===== src/hdl/rbf_pkg.sv =====
// Package for the resonator bias filter with noise.
// Holds the sequencer types, register indexes, fixed-point widths and the saturation helper.
// No dependencies.
package rbf_pkg;

    localparam int unsigned CFG_IDX_W = 3;
    localparam int unsigned CFG_DATA_W = 32;
    localparam int unsigned SAMPLE_W = 24;
    localparam int unsigned COEF_W = 32;
    localparam int unsigned DATA_W = 32;
    localparam int unsigned PROD_W = 64;
    localparam int unsigned WIDE_W = 43;
    localparam int unsigned ACC_W = 37;

    localparam logic [CFG_IDX_W-1:0] REG_FB1 = 3'd0;
    localparam logic [CFG_IDX_W-1:0] REG_FB2 = 3'd1;
    localparam logic [CFG_IDX_W-1:0] REG_FF = 3'd2;
    localparam logic [CFG_IDX_W-1:0] REG_NOISE_IN = 3'd3;
    localparam logic [CFG_IDX_W-1:0] REG_NOISE_FB = 3'd4;
    localparam logic [CFG_IDX_W-1:0] REG_CARRIER = 3'd5;
    localparam logic [CFG_IDX_W-1:0] REG_SCALE = 3'd6;

    localparam logic signed [PROD_W-1:0] HALF_Q29 = 64'sd268435456;
    localparam logic signed [PROD_W-1:0] HALF_Q22 = 64'sd2097152;

    typedef enum logic [1:0] {
        ST_IDLE,
        ST_MUL,
        ST_ACC
    } state_t;

    typedef enum logic [2:0] {
        OP_FB1,
        OP_FB2,
        OP_FF,
        OP_NOISE_IN,
        OP_NOISE_FB,
        OP_MOD,
        OP_SCALE
    } op_t;

    function automatic logic signed [DATA_W-1:0] sat32(input logic signed [WIDE_W-1:0] v);
        logic signed [DATA_W-1:0] r;
        begin
            if (v > $signed({{(WIDE_W-DATA_W){1'b0}}, 1'b0, {(DATA_W-1){1'b1}}}))
            begin
                r = {1'b0, {(DATA_W-1){1'b1}}};
            end
            else if (v < $signed({{(WIDE_W-DATA_W){1'b1}}, 1'b1, {(DATA_W-1){1'b0}}}))
            begin
                r = {1'b1, {(DATA_W-1){1'b0}}};
            end
            else
            begin
                r = v[DATA_W-1:0];
            end
            return r;
        end
    endfunction

endpackage


===== src/hdl/rbf_if.sv =====
// Valid/ready channel interfaces for the sample input and the result output.
// Depend on nothing but the field widths of the block.
interface rbf_in_if;
    logic valid;
    logic ready;
    logic signed [23:0] bias_sample;
    logic signed [23:0] noise_sample;

    modport source(output valid, output bias_sample, output noise_sample, input ready);
    modport sink(input valid, input bias_sample, input noise_sample, output ready);
endinterface

interface rbf_out_if;
    logic valid;
    logic ready;
    logic signed [31:0] sensor_output;

    modport source(output valid, output sensor_output, input ready);
    modport sink(input valid, input sensor_output, output ready);
endinterface


===== src/hdl/resonator_bias_filter_with_noise.sv =====
// Resonator bias filter with noise-modulated carrier output.
// Accepts an input only when idle and computes seven products on the single shared 32x32
// multiplier, each with a multiply and an accumulate step; it waits in the last step while
// a result is still pending. rst_n clears the sequencer, config registers and filter state.
// Depends on rbf_pkg and the channel interfaces in rbf_if.sv.
module resonator_bias_filter_with_noise (
    input  logic                            clk,
    input  logic                            rst_n,
    rbf_in_if.sink                          in_ch,
    rbf_out_if.source                       out_ch,
    input  logic                            cfg_we,
    input  logic [rbf_pkg::CFG_IDX_W-1:0]   cfg_index,
    input  logic [rbf_pkg::CFG_DATA_W-1:0]  cfg_data
);

    rbf_pkg::state_t state_reg, state_next;
    rbf_pkg::op_t op_reg, op_next;

    logic signed [31:0] fb1_reg, fb2_reg, ff_reg, gin_reg, gfb_reg, scale_reg;
    logic signed [23:0] carrier_reg;

    logic signed [31:0] filter_out_last_reg, filter_out_prev_reg, noise_out_last_reg;
    logic signed [23:0] bias_last_reg, bias_prev_reg, noise_in_last_reg;

    logic signed [23:0] x_reg, w_reg;
    logic signed [63:0] prod_reg;
    logic signed [rbf_pkg::ACC_W-1:0] acc_reg;
    logic signed [31:0] fac_reg, p_reg, out_data_reg;
    logic out_valid_reg;

    logic out_free;
    logic signed [24:0] bias_diff, noise_sum;
    logic signed [31:0] mul_a, mul_b;
    logic signed [63:0] rnd29_full, rnd22_full;
    logic signed [34:0] term29;
    logic signed [41:0] term22;
    logic signed [rbf_pkg::ACC_W-1:0] sum29;
    logic signed [31:0] sum_sat, fac_val;
    logic signed [32:0] fac_sum;

    assign out_free = !out_valid_reg || out_ch.ready;
    assign in_ch.ready = (state_reg == rbf_pkg::ST_IDLE);
    assign out_ch.valid = out_valid_reg;
    assign out_ch.sensor_output = out_data_reg;

    assign bias_diff = {x_reg[23], x_reg} - {bias_prev_reg[23], bias_prev_reg};
    assign noise_sum = {w_reg[23], w_reg} + {noise_in_last_reg[23], noise_in_last_reg};

    always_comb
    begin
        case (op_reg)
            rbf_pkg::OP_FB1:
            begin
                mul_a = fb1_reg;
                mul_b = filter_out_last_reg;
            end
            rbf_pkg::OP_FB2:
            begin
                mul_a = fb2_reg;
                mul_b = filter_out_prev_reg;
            end
            rbf_pkg::OP_FF:
            begin
                mul_a = ff_reg;
                mul_b = {{7{bias_diff[24]}}, bias_diff};
            end
            rbf_pkg::OP_NOISE_IN:
            begin
                mul_a = gin_reg;
                mul_b = {{7{noise_sum[24]}}, noise_sum};
            end
            rbf_pkg::OP_NOISE_FB:
            begin
                mul_a = gfb_reg;
                mul_b = noise_out_last_reg;
            end
            rbf_pkg::OP_MOD:
            begin
                mul_a = fac_reg;
                mul_b = filter_out_last_reg;
            end
            rbf_pkg::OP_SCALE:
            begin
                mul_a = scale_reg;
                mul_b = p_reg;
            end
            default:
            begin
                mul_a = '0;
                mul_b = '0;
            end
        endcase
    end

    assign rnd29_full = prod_reg + rbf_pkg::HALF_Q29;
    assign rnd22_full = prod_reg + rbf_pkg::HALF_Q22;
    assign term29 = rnd29_full[63:29];
    assign term22 = rnd22_full[63:22];
    assign sum29 = acc_reg + {{2{term29[34]}}, term29};
    assign sum_sat = rbf_pkg::sat32({{6{sum29[rbf_pkg::ACC_W-1]}}, sum29});
    assign fac_sum = {{9{carrier_reg[23]}}, carrier_reg} + {sum_sat[31], sum_sat};
    assign fac_val = rbf_pkg::sat32({{10{fac_sum[32]}}, fac_sum});

    always_ff @(posedge clk or negedge rst_n)
    begin
        if (!rst_n)
        begin
            state_reg <= rbf_pkg::ST_IDLE;
            op_reg <= rbf_pkg::OP_FB1;
        end
        else
        begin
            state_reg <= state_next;
            op_reg <= op_next;
        end
    end

    always_comb
    begin
        state_next = state_reg;
        op_next = op_reg;
        case (state_reg)
            rbf_pkg::ST_IDLE:
            begin
                if (in_ch.valid)
                begin
                    state_next = rbf_pkg::ST_MUL;
                    op_next = rbf_pkg::OP_FB1;
                end
            end
            rbf_pkg::ST_MUL:
            begin
                state_next = rbf_pkg::ST_ACC;
            end
            rbf_pkg::ST_ACC:
            begin
                if (op_reg == rbf_pkg::OP_SCALE)
                begin
                    if (out_free)
                    begin
                        state_next = rbf_pkg::ST_IDLE;
                    end
                end
                else
                begin
                    state_next = rbf_pkg::ST_MUL;
                    op_next = rbf_pkg::op_t'(op_reg + 3'd1);
                end
            end
            default:
            begin
                state_next = rbf_pkg::ST_IDLE;
                op_next = rbf_pkg::OP_FB1;
            end
        endcase
    end

    always_ff @(posedge clk or negedge rst_n)
    begin
        if (!rst_n)
        begin
            fb1_reg <= '0;
            fb2_reg <= '0;
            ff_reg <= '0;
            gin_reg <= '0;
            gfb_reg <= '0;
            carrier_reg <= '0;
            scale_reg <= '0;
        end
        else if (cfg_we)
        begin
            case (cfg_index)
                rbf_pkg::REG_FB1: fb1_reg <= cfg_data;
                rbf_pkg::REG_FB2: fb2_reg <= cfg_data;
                rbf_pkg::REG_FF: ff_reg <= cfg_data;
                rbf_pkg::REG_NOISE_IN: gin_reg <= cfg_data;
                rbf_pkg::REG_NOISE_FB: gfb_reg <= cfg_data;
                rbf_pkg::REG_CARRIER: carrier_reg <= cfg_data[23:0];
                rbf_pkg::REG_SCALE: scale_reg <= cfg_data;
                default:
                begin
                end
            endcase
        end
    end

    always_ff @(posedge clk or negedge rst_n)
    begin
        if (!rst_n)
        begin
            filter_out_last_reg <= '0;
            filter_out_prev_reg <= '0;
            bias_last_reg <= '0;
            bias_prev_reg <= '0;
            noise_in_last_reg <= '0;
            noise_out_last_reg <= '0;
            out_valid_reg <= 1'b0;
        end
        else
        begin
            if (out_valid_reg && out_ch.ready)
            begin
                out_valid_reg <= 1'b0;
            end
            if (state_reg == rbf_pkg::ST_ACC)
            begin
                case (op_reg)
                    rbf_pkg::OP_FF:
                    begin
                        filter_out_prev_reg <= filter_out_last_reg;
                        filter_out_last_reg <= sum_sat;
                        bias_prev_reg <= bias_last_reg;
                        bias_last_reg <= x_reg;
                    end
                    rbf_pkg::OP_NOISE_FB:
                    begin
                        noise_in_last_reg <= w_reg;
                        noise_out_last_reg <= sum_sat;
                    end
                    rbf_pkg::OP_SCALE:
                    begin
                        if (out_free)
                        begin
                            out_valid_reg <= 1'b1;
                        end
                    end
                    default:
                    begin
                    end
                endcase
            end
        end
    end

    always_ff @(posedge clk)
    begin
        if (in_ch.valid && in_ch.ready)
        begin
            x_reg <= in_ch.bias_sample;
            w_reg <= in_ch.noise_sample;
        end
        if (state_reg == rbf_pkg::ST_MUL)
        begin
            prod_reg <= mul_a * mul_b;
        end
        if (state_reg == rbf_pkg::ST_ACC)
        begin
            case (op_reg)
                rbf_pkg::OP_FB1: acc_reg <= {{2{term29[34]}}, term29};
                rbf_pkg::OP_FB2: acc_reg <= sum29;
                rbf_pkg::OP_NOISE_IN: acc_reg <= {{2{term29[34]}}, term29};
                rbf_pkg::OP_NOISE_FB: fac_reg <= fac_val;
                rbf_pkg::OP_MOD: p_reg <= rbf_pkg::sat32({term22[41], term22});
                rbf_pkg::OP_SCALE:
                begin
                    if (out_free)
                    begin
                        out_data_reg <= rbf_pkg::sat32({{8{term29[34]}}, term29});
                    end
                end
                default:
                begin
                end
            endcase
        end
    end

    assert property (@(posedge clk) disable iff (!rst_n)
        in_ch.valid && in_ch.ready |=> state_reg == rbf_pkg::ST_MUL && op_reg == rbf_pkg::OP_FB1)
        else $error("Accepted transaction did not start the product sequence.");

    assert property (@(posedge clk) disable iff (!rst_n)
        out_valid_reg && !out_ch.ready |=> $stable(out_data_reg))
        else $error("Pending result was overwritten.");

    assert property (@(posedge clk) disable iff (!rst_n)
        state_reg == rbf_pkg::ST_ACC && op_reg == rbf_pkg::OP_SCALE
            && out_valid_reg && !out_ch.ready |=> state_reg == rbf_pkg::ST_ACC)
        else $error("Sequencer finished while the result register was occupied.");

    assert property (@(posedge clk) disable iff (!rst_n)
        state_reg == rbf_pkg::ST_MUL |=> state_reg == rbf_pkg::ST_ACC && $stable(op_reg))
        else $error("Multiply cycle was not followed by its accumulate cycle.");

endmodule

===== src/flat_wrapper.sv =====
// flat-port wrapper written by rule: the top's interface ports become plain ports
module resonator_bias_filter_with_noise_flat 
  (clk, rst_n, cfg_we, cfg_index, cfg_data, in_ch_valid, in_ch_bias_sample, in_ch_noise_sample, in_ch_ready, out_ch_valid, out_ch_sensor_output, out_ch_ready);
  rbf_in_if in_ch_i ();
  rbf_out_if out_ch_i ();
  input  logic clk;
  input  logic rst_n;
  input  logic cfg_we;
  input  logic [rbf_pkg::CFG_IDX_W-1:0] cfg_index;
  input  logic [rbf_pkg::CFG_DATA_W-1:0] cfg_data;
  input wire logic [$bits(in_ch_i.valid)-1:0] in_ch_valid;
  input wire logic [$bits(in_ch_i.bias_sample)-1:0] in_ch_bias_sample;
  input wire logic [$bits(in_ch_i.noise_sample)-1:0] in_ch_noise_sample;
  output wire logic [$bits(in_ch_i.ready)-1:0] in_ch_ready;
  output wire logic [$bits(out_ch_i.valid)-1:0] out_ch_valid;
  output wire logic [$bits(out_ch_i.sensor_output)-1:0] out_ch_sensor_output;
  input wire logic [$bits(out_ch_i.ready)-1:0] out_ch_ready;
  assign in_ch_i.valid = in_ch_valid;
  assign in_ch_i.bias_sample = in_ch_bias_sample;
  assign in_ch_i.noise_sample = in_ch_noise_sample;
  assign in_ch_ready = in_ch_i.ready;
  assign out_ch_valid = out_ch_i.valid;
  assign out_ch_sensor_output = out_ch_i.sensor_output;
  assign out_ch_i.ready = out_ch_ready;
  resonator_bias_filter_with_noise u_core (.clk(clk), .rst_n(rst_n), .in_ch(in_ch_i), .out_ch(out_ch_i), .cfg_we(cfg_we), .cfg_index(cfg_index), .cfg_data(cfg_data));
endmodule

===== config.mk =====
export PLATFORM = sky130hd
export DESIGN_NAME = resonator_bias_filter_with_noise_flat
export DESIGN_NICKNAME = d
export VERILOG_FILES = /design/src/hdl/rbf_pkg.sv /design/src/hdl/rbf_if.sv /design/src/hdl/resonator_bias_filter_with_noise.sv /design/src/flat_wrapper.sv
export SDC_FILE = /design/constraint.sdc
export NUM_CORES = 2
export LEC_CHECK = 0
export BUFFER_PORTS_ARGS = -buffer_cell sky130_fd_sc_hd__buf_4
export CORE_UTILIZATION = 55
export CTS_BUF_LIST = sky130_fd_sc_hd__clkbuf_8
export DETAILED_ROUTE_END_ITERATION = 8
export PLACE_DENSITY = 0.69
export REMOVE_ABC_BUFFERS = 1
export SLEW_MARGIN = 0
export SYNTH_ARGS = -nofsm -noshare
export SYNTH_HDL_FRONTEND = slang
export SYNTH_SLANG_ARGS = --single-unit

===== constraint.sdc =====
create_clock -name clk -period 29.1 [get_ports clk]
set_input_delay 4.365 -clock clk [delete_from_list [all_inputs] [get_ports clk]]
set_output_delay 4.365 -clock clk [all_outputs]
set_load 0.02 [all_outputs]

Yosys cells after proc, flatten, opt, wreduce, memory -nomap -nowiden
Cells that the tools add are included.

Flip-flop bits (word level): 635. Bits of input ports: 88.

Add/sub/neg operators: 7. Multipliers: 1. Order comparisons: 8. Equality and inequality tests: 17. Muxes and demuxes: 19. Bitwise gates (word level): 1. Reductions and logical operators: 24.

Operator list (number): 32-bit one-hot mux with 7 select lines (1); 32-bit one-hot mux with 6 select lines (1); 32-bit 2-to-1 mux (5); 37-bit one-hot mux with 2 select lines (1); 64-bit by 23-bit adder with 64-bit output, second input constant (1); 64-bit by 30-bit adder with 64-bit output, second input constant (1); 32-bit by 32-bit multiplier with 64-bit output (1); 42-bit by 32-bit > comparator with 1-bit output, second input constant (1); 42-bit by 32-bit less-than comparator with 1-bit output, second input constant (1); 37-bit adder (1); 37-bit by 32-bit > comparator with 1-bit output, second input constant (1); 37-bit by 32-bit less-than comparator with 1-bit output, second input constant (1); 35-bit by 32-bit > comparator with 1-bit output, second input constant (1); 35-bit by 32-bit less-than comparator with 1-bit output, second input constant (1); 24-bit by 32-bit adder with 33-bit output (1); 33-bit by 32-bit > comparator with 1-bit output, second input constant (1); 33-bit by 32-bit less-than comparator with 1-bit output, second input constant (1); 24-bit by 24-bit adder with 25-bit output (1); 24-bit by 24-bit subtractor with 25-bit output (1); 2-bit AND reduction (12); 3-bit == test, second input constant (6); 3-bit by 2-bit == test with 1-bit output, second input constant (4); 3-bit one-hot mux with 3 select lines (1); 3-bit by 1-bit == test with 1-bit output, second input constant (2); 18 further kinds (29).

Depth between registers and ports, before layout
Word-level depth: 8. Depth in mapped cells: 43. Gate-level depth less buffers: 41.

Worst setup path before layout
No wires, ideal clock.

Path kind: reg-to-reg. Start point: register u_core.op_reg[2]. End point: register u_core.prod_reg[63], data pin. Setup time: 0.263 ns. Data arrival time: 10.278 ns. Required time: 28.837 ns. Path slack: 18.559 ns. Cell stages (with the launch flop): 41. Buffers on the path: 8. Period minus slack after synthesis: 10.541 ns. Cell sequence: dfrtp_1 > buf_2 > inv_1 > clkbuf_1 > clkbuf_1 > ha_1 > clkbuf_1 > clkbuf_1 > buf_1 > a22oi_1 > nand2_1 > a21o_1 > clkbuf_1 > nand2_1 > inv_1 > fa_1 > fa_1 > inv_1 > [... 5 more ...] > inv_1 > fa_1 > inv_1 > fa_1 > inv_1 > fa_1 > ha_1 > clkbuf_1 > a21o_1 > a21o_1 > a21oi_1 > o21ai_0 > a21o_1 > a21oi_1 > o21ai_0 > o2111ai_1 > a311oi_1 > xnor2_1.

Cells in the longest elaborated chain, start to end: 4. Elaborated cells on any way between the ends: 11.

Ends and longest elaborated chain: start: declaration (line resonator_bias_filter_with_noise.sv:17) `rbf_pkg::op_t op_reg, op_next;`; start signal: assignment (line resonator_bias_filter_with_noise.sv:109) `op_reg <= rbf_pkg::OP_FB1;`; start signal: assignment (line resonator_bias_filter_with_noise.sv:114) `op_reg <= op_next;`; 3-bit == test or 3-bit logical NOT (tied branches) (line resonator_bias_filter_with_noise.sv:51) `case (op_reg)`; 2-bit OR reduction (no source line); 32-bit one-hot mux with 6 select lines (line resonator_bias_filter_with_noise.sv:51); 32-bit by 32-bit multiplier with 64-bit output * (line resonator_bias_filter_with_noise.sv:244) `prod_reg <= mul_a * mul_b;`; end signal: assignment (line resonator_bias_filter_with_noise.sv:244); end: declaration (line resonator_bias_filter_with_noise.sv:26) `logic signed [63:0] prod_reg;`.

Mark *: on every way between the ends. The rest lies on a longest branch, timed or not. A chain may end at the register's enable or synchronous reset.

Worst setup path after layout
Start point: register u_core.w_reg[0]. End point: register u_core.prod_reg[63], data pin.

Cells in the longest elaborated chain, start to end: 3.

Ends and longest elaborated chain: start: declaration (line resonator_bias_filter_with_noise.sv:25) `logic signed [23:0] x_reg, w_reg;`; start signal: assignment (line resonator_bias_filter_with_noise.sv:240) `w_reg <= in_ch.noise_sample;`; 24-bit by 24-bit adder with 25-bit output (line resonator_bias_filter_with_noise.sv:47) `assign noise_sum = {w_reg[23], w_reg} + {noise_in_last_reg[23], noise_in_last_reg};`; 32-bit one-hot mux with 6 select lines (line resonator_bias_filter_with_noise.sv:51); 32-bit by 32-bit multiplier with 64-bit output (line resonator_bias_filter_with_noise.sv:244).

No other way between the ends.

==> key figures <==
Route
  • Drt initial violations: 5666
  • Residual DRC: 0
  • Vias: 51542
  • Wire length per cell: 24.3 um
  • Via density: 5.90
  • Post-Route WL: 212 mm
  • Post-DRT Antenna Nets: 0
  • DRT Pass-1 Iters: 8

Logic synthesis
  • Most common cell in the netlist: inv_1
  • Synthesized instance count: 7021
  • Post-synth top cells: inv_1 (1270), nand2_1 (1147), fa_1 (1085)
  • Main area contributors after synthesis: fa_1 (32%), dfrtp_1 (14%), edfxtp_1 (9.9%), inv_1 (7.0%), nand2_1 (6.4%)
  • Mapped cell area: 0.0677 mm2
  • Fraction of registers with async set/reset: 63.5%
  • Synth area leader: fa_1
  • Syn Area/Cell: 9.64 um2
  • YS warnings: 0
  • Simple-gate share of the synthesized area: 12.7%
  • Main synth FF type: dfrtp_1
  • Multiplexer share of the synthesized area: 3.79%
  • Synth Area in Compound Gates: 9.39%
  • Post-Synth Adder-Cell Area: 37.8%
  • Post-synth top area share: 32.1%
  • Library cells used by synthesis: 90
  • Post-synth EDFFs: 224
  • Register area share after synthesis: 24.4%
  • Post-Synth XOR/XNOR Area: 2.86%
  • Largest family of logic cells by synthesized area: adder cells
  • Flops & latches, synth: 614

Timing
  • RSZ-0062 raised after global routing: no
  • Final Max Slew Viols: 0
  • Setup Viol. Count Final: 0
  • TNS Setup: 0 ns
  • Slew @ Worst Pin: 1.48 ns
  • Final min period: 12.53 ns
  • Fmax: 79.8 MHz
  • Crit share post-route: 43.1%
  • Worst slew margin: 1.21%
  • Clock Skew: 0.0573 ns
  • Final Hold Fails: 0

Clocking
  • Num CTS Buffers: 97
  • # Post-CTS Setup Buffers: 0
  • Clock Root Buffer: clkbuf_8
  • Cts repair resizes: 0
  • CTS tree: built
  • Clock-pin slew on the worst setup and hold paths: 0.07 ns
  • Clk buf depth: 3
  • CTS Hold Bufs: 0
  • CTS H-tree depth: 3
  • Latest clock arrival within the worst-skew pair: 0.76 ns
  • Clock sinks: 614

Critical path
  • Critical-path top delay cell: nand3_2
  • CP required: 29.55 ns
  • CP delay by family, top: adder cells
  • Worst Path Arrival: 12.98 ns
  • Most used cell, CP: fa_1
  • CP Capture Type: flip-flop
  • CP peak stage delay: 1.06 ns
  • Worst Setup Start Kind: flip-flop
  • Critical path class: reg -> reg
  • Worst Path Max Fanout: 31
  • Crit path buffers/inverters: 5

Flow run
  • Max Cap Viol: 0

Global routing
  • First-pass GRT wire length: 327 mm
  • Number of global-route vias before repair: 53905
  • Total gr overflow: 0
  • All-layer global routing usage: 34.8%
  • Initial antenna violation count: 8
  • Largest net degree at the start of global routing: 153

Place
  • I/O Buffers: 121
  • Routability cong.: 0.960
  • HPWL after DPL: 160 mm

Floorplanning
  • IO Pins: 122
  • Initial Util: 55.5%
  • Die width: 353 um
  • Rows: 128
  • Die ar.: 0.124 mm2
  • Die Ht: 353 um
  • Core Area: 0.122 mm2

Min path
  • Type of the tightest min-delay check: reg -> reg

Cells and area
  • Largest register FFs: 43
  • Area growth from synthesis to layout: 7.22%
  • Share of cells above drive strength 1: 10.4%
  • Nets@finish: 8502

Outcome
  • Status: completed
cell type report:
class	instances	area, um2
inverter	1274	4790
fill	10460	49300
timing repair buffer	251	1900
clock inverter	71	379
multi-input combinational	4788	45400
tap	1625	2030
clock buffer	112	1540
sequential	614	16500
antenna	6	15.0
metrics by stage:
step | worst slack, ns | hold WS (ns) | cell area (um2) | std cells | util [%]
3_3_place_gp | 16.91 | 0.456 | 70600 | 8552 | 57.9
4_1_cts | 16.64 | 0.478 | 72500 | 8735 | 59.5
2_1_floorplan | 16.85 | 0.439 | 66300 | 6676 | -
6_report | 16.57 | 0.475 | 72500 | 8741 | 59.5
5_1_grt | 15.96 | 0.499 | 72500 | 8735 | 59.5
3_5_place_dp | 16.74 | 0.462 | 70600 | 8552 | 57.9
final timing paths:
path                                     startpoint                        to  slack [ns]  depth (start not counted)
max in group asynchronous                     rst_n        u_core.fb2_reg[30]       23.30                          3
max                                 u_core.w_reg[0]       u_core.prod_reg[63]       16.57                         34
min in group asynchronous                     rst_n  u_core.bias_last_reg[10]        3.58                          1
min reg2reg                u_core.bias_last_reg[14]  u_core.bias_last_reg[14]        0.48                          2
max reg2reg                         u_core.w_reg[0]       u_core.prod_reg[63]       16.57                         34
min                        u_core.bias_last_reg[14]  u_core.bias_last_reg[14]        0.48                          2
cells by family after synthesis:
kind of cell,count (synthesis)
xor gates and xnor gates,220
muxes,229
and+or+nand+nor,2002
DFF,614
AOI/OAI and AO/OA,943
adders and majority gates,1394
buffers and inverters,1619
worst min-delay path, stage by stage (launching register included):
cell	delay [ns]
dfrtp_1	0.34
nand2_1	0.05
nand2_1	0.05
per-layer routing:
layer | vias to the layer above | wire [um] | global-route usage, %
met5 | - | 93 | 0
met4 | 12 | 11900 | 16.1
met3 | 611 | 20400 | 6.98
met2 | 2522 | 96500 | 54.5
met1 | 26254 | 83400 | 46.9
li1 | 22143 | - | -
cell usage in the layout (no fill, tap or decap), drive strengths merged, types with 13 or more instances in the layout:
| cell | n |
|---|---|
| o211ai | 14 |
| a21o | 109 |
| inv | 1326 |
| ha | 303 |
| clkinv | 15 |
| fa | 1085 |
| edfxtp | 224 |
| a221oi | 37 |
| o21a | 27 |
| dfrtp | 390 |
| and4 | 13 |
| nand2 | 1166 |
| a221o | 26 |
| a31oi | 26 |
| and3 | 41 |
| nand4 | 41 |
| and2 | 50 |
| o21bai | 20 |
| mux2 | 218 |
| nor2b | 34 |
| nor2 | 471 |
| nand3 | 55 |
| xnor2 | 139 |
| a211oi | 19 |
| clkbuf | 112 |
| xor2 | 81 |
| a21oi | 274 |
| a22o | 26 |
| buf | 251 |
| nor3 | 35 |
| nand2b | 44 |
| o21ai | 192 |
| a22oi | 56 |
| or2 | 18 |
| a222oi | 29 |
Power is left out: the tool's default activity adds up to more than one toggle a clock period on the data nets, which glitch-free logic cannot reach.
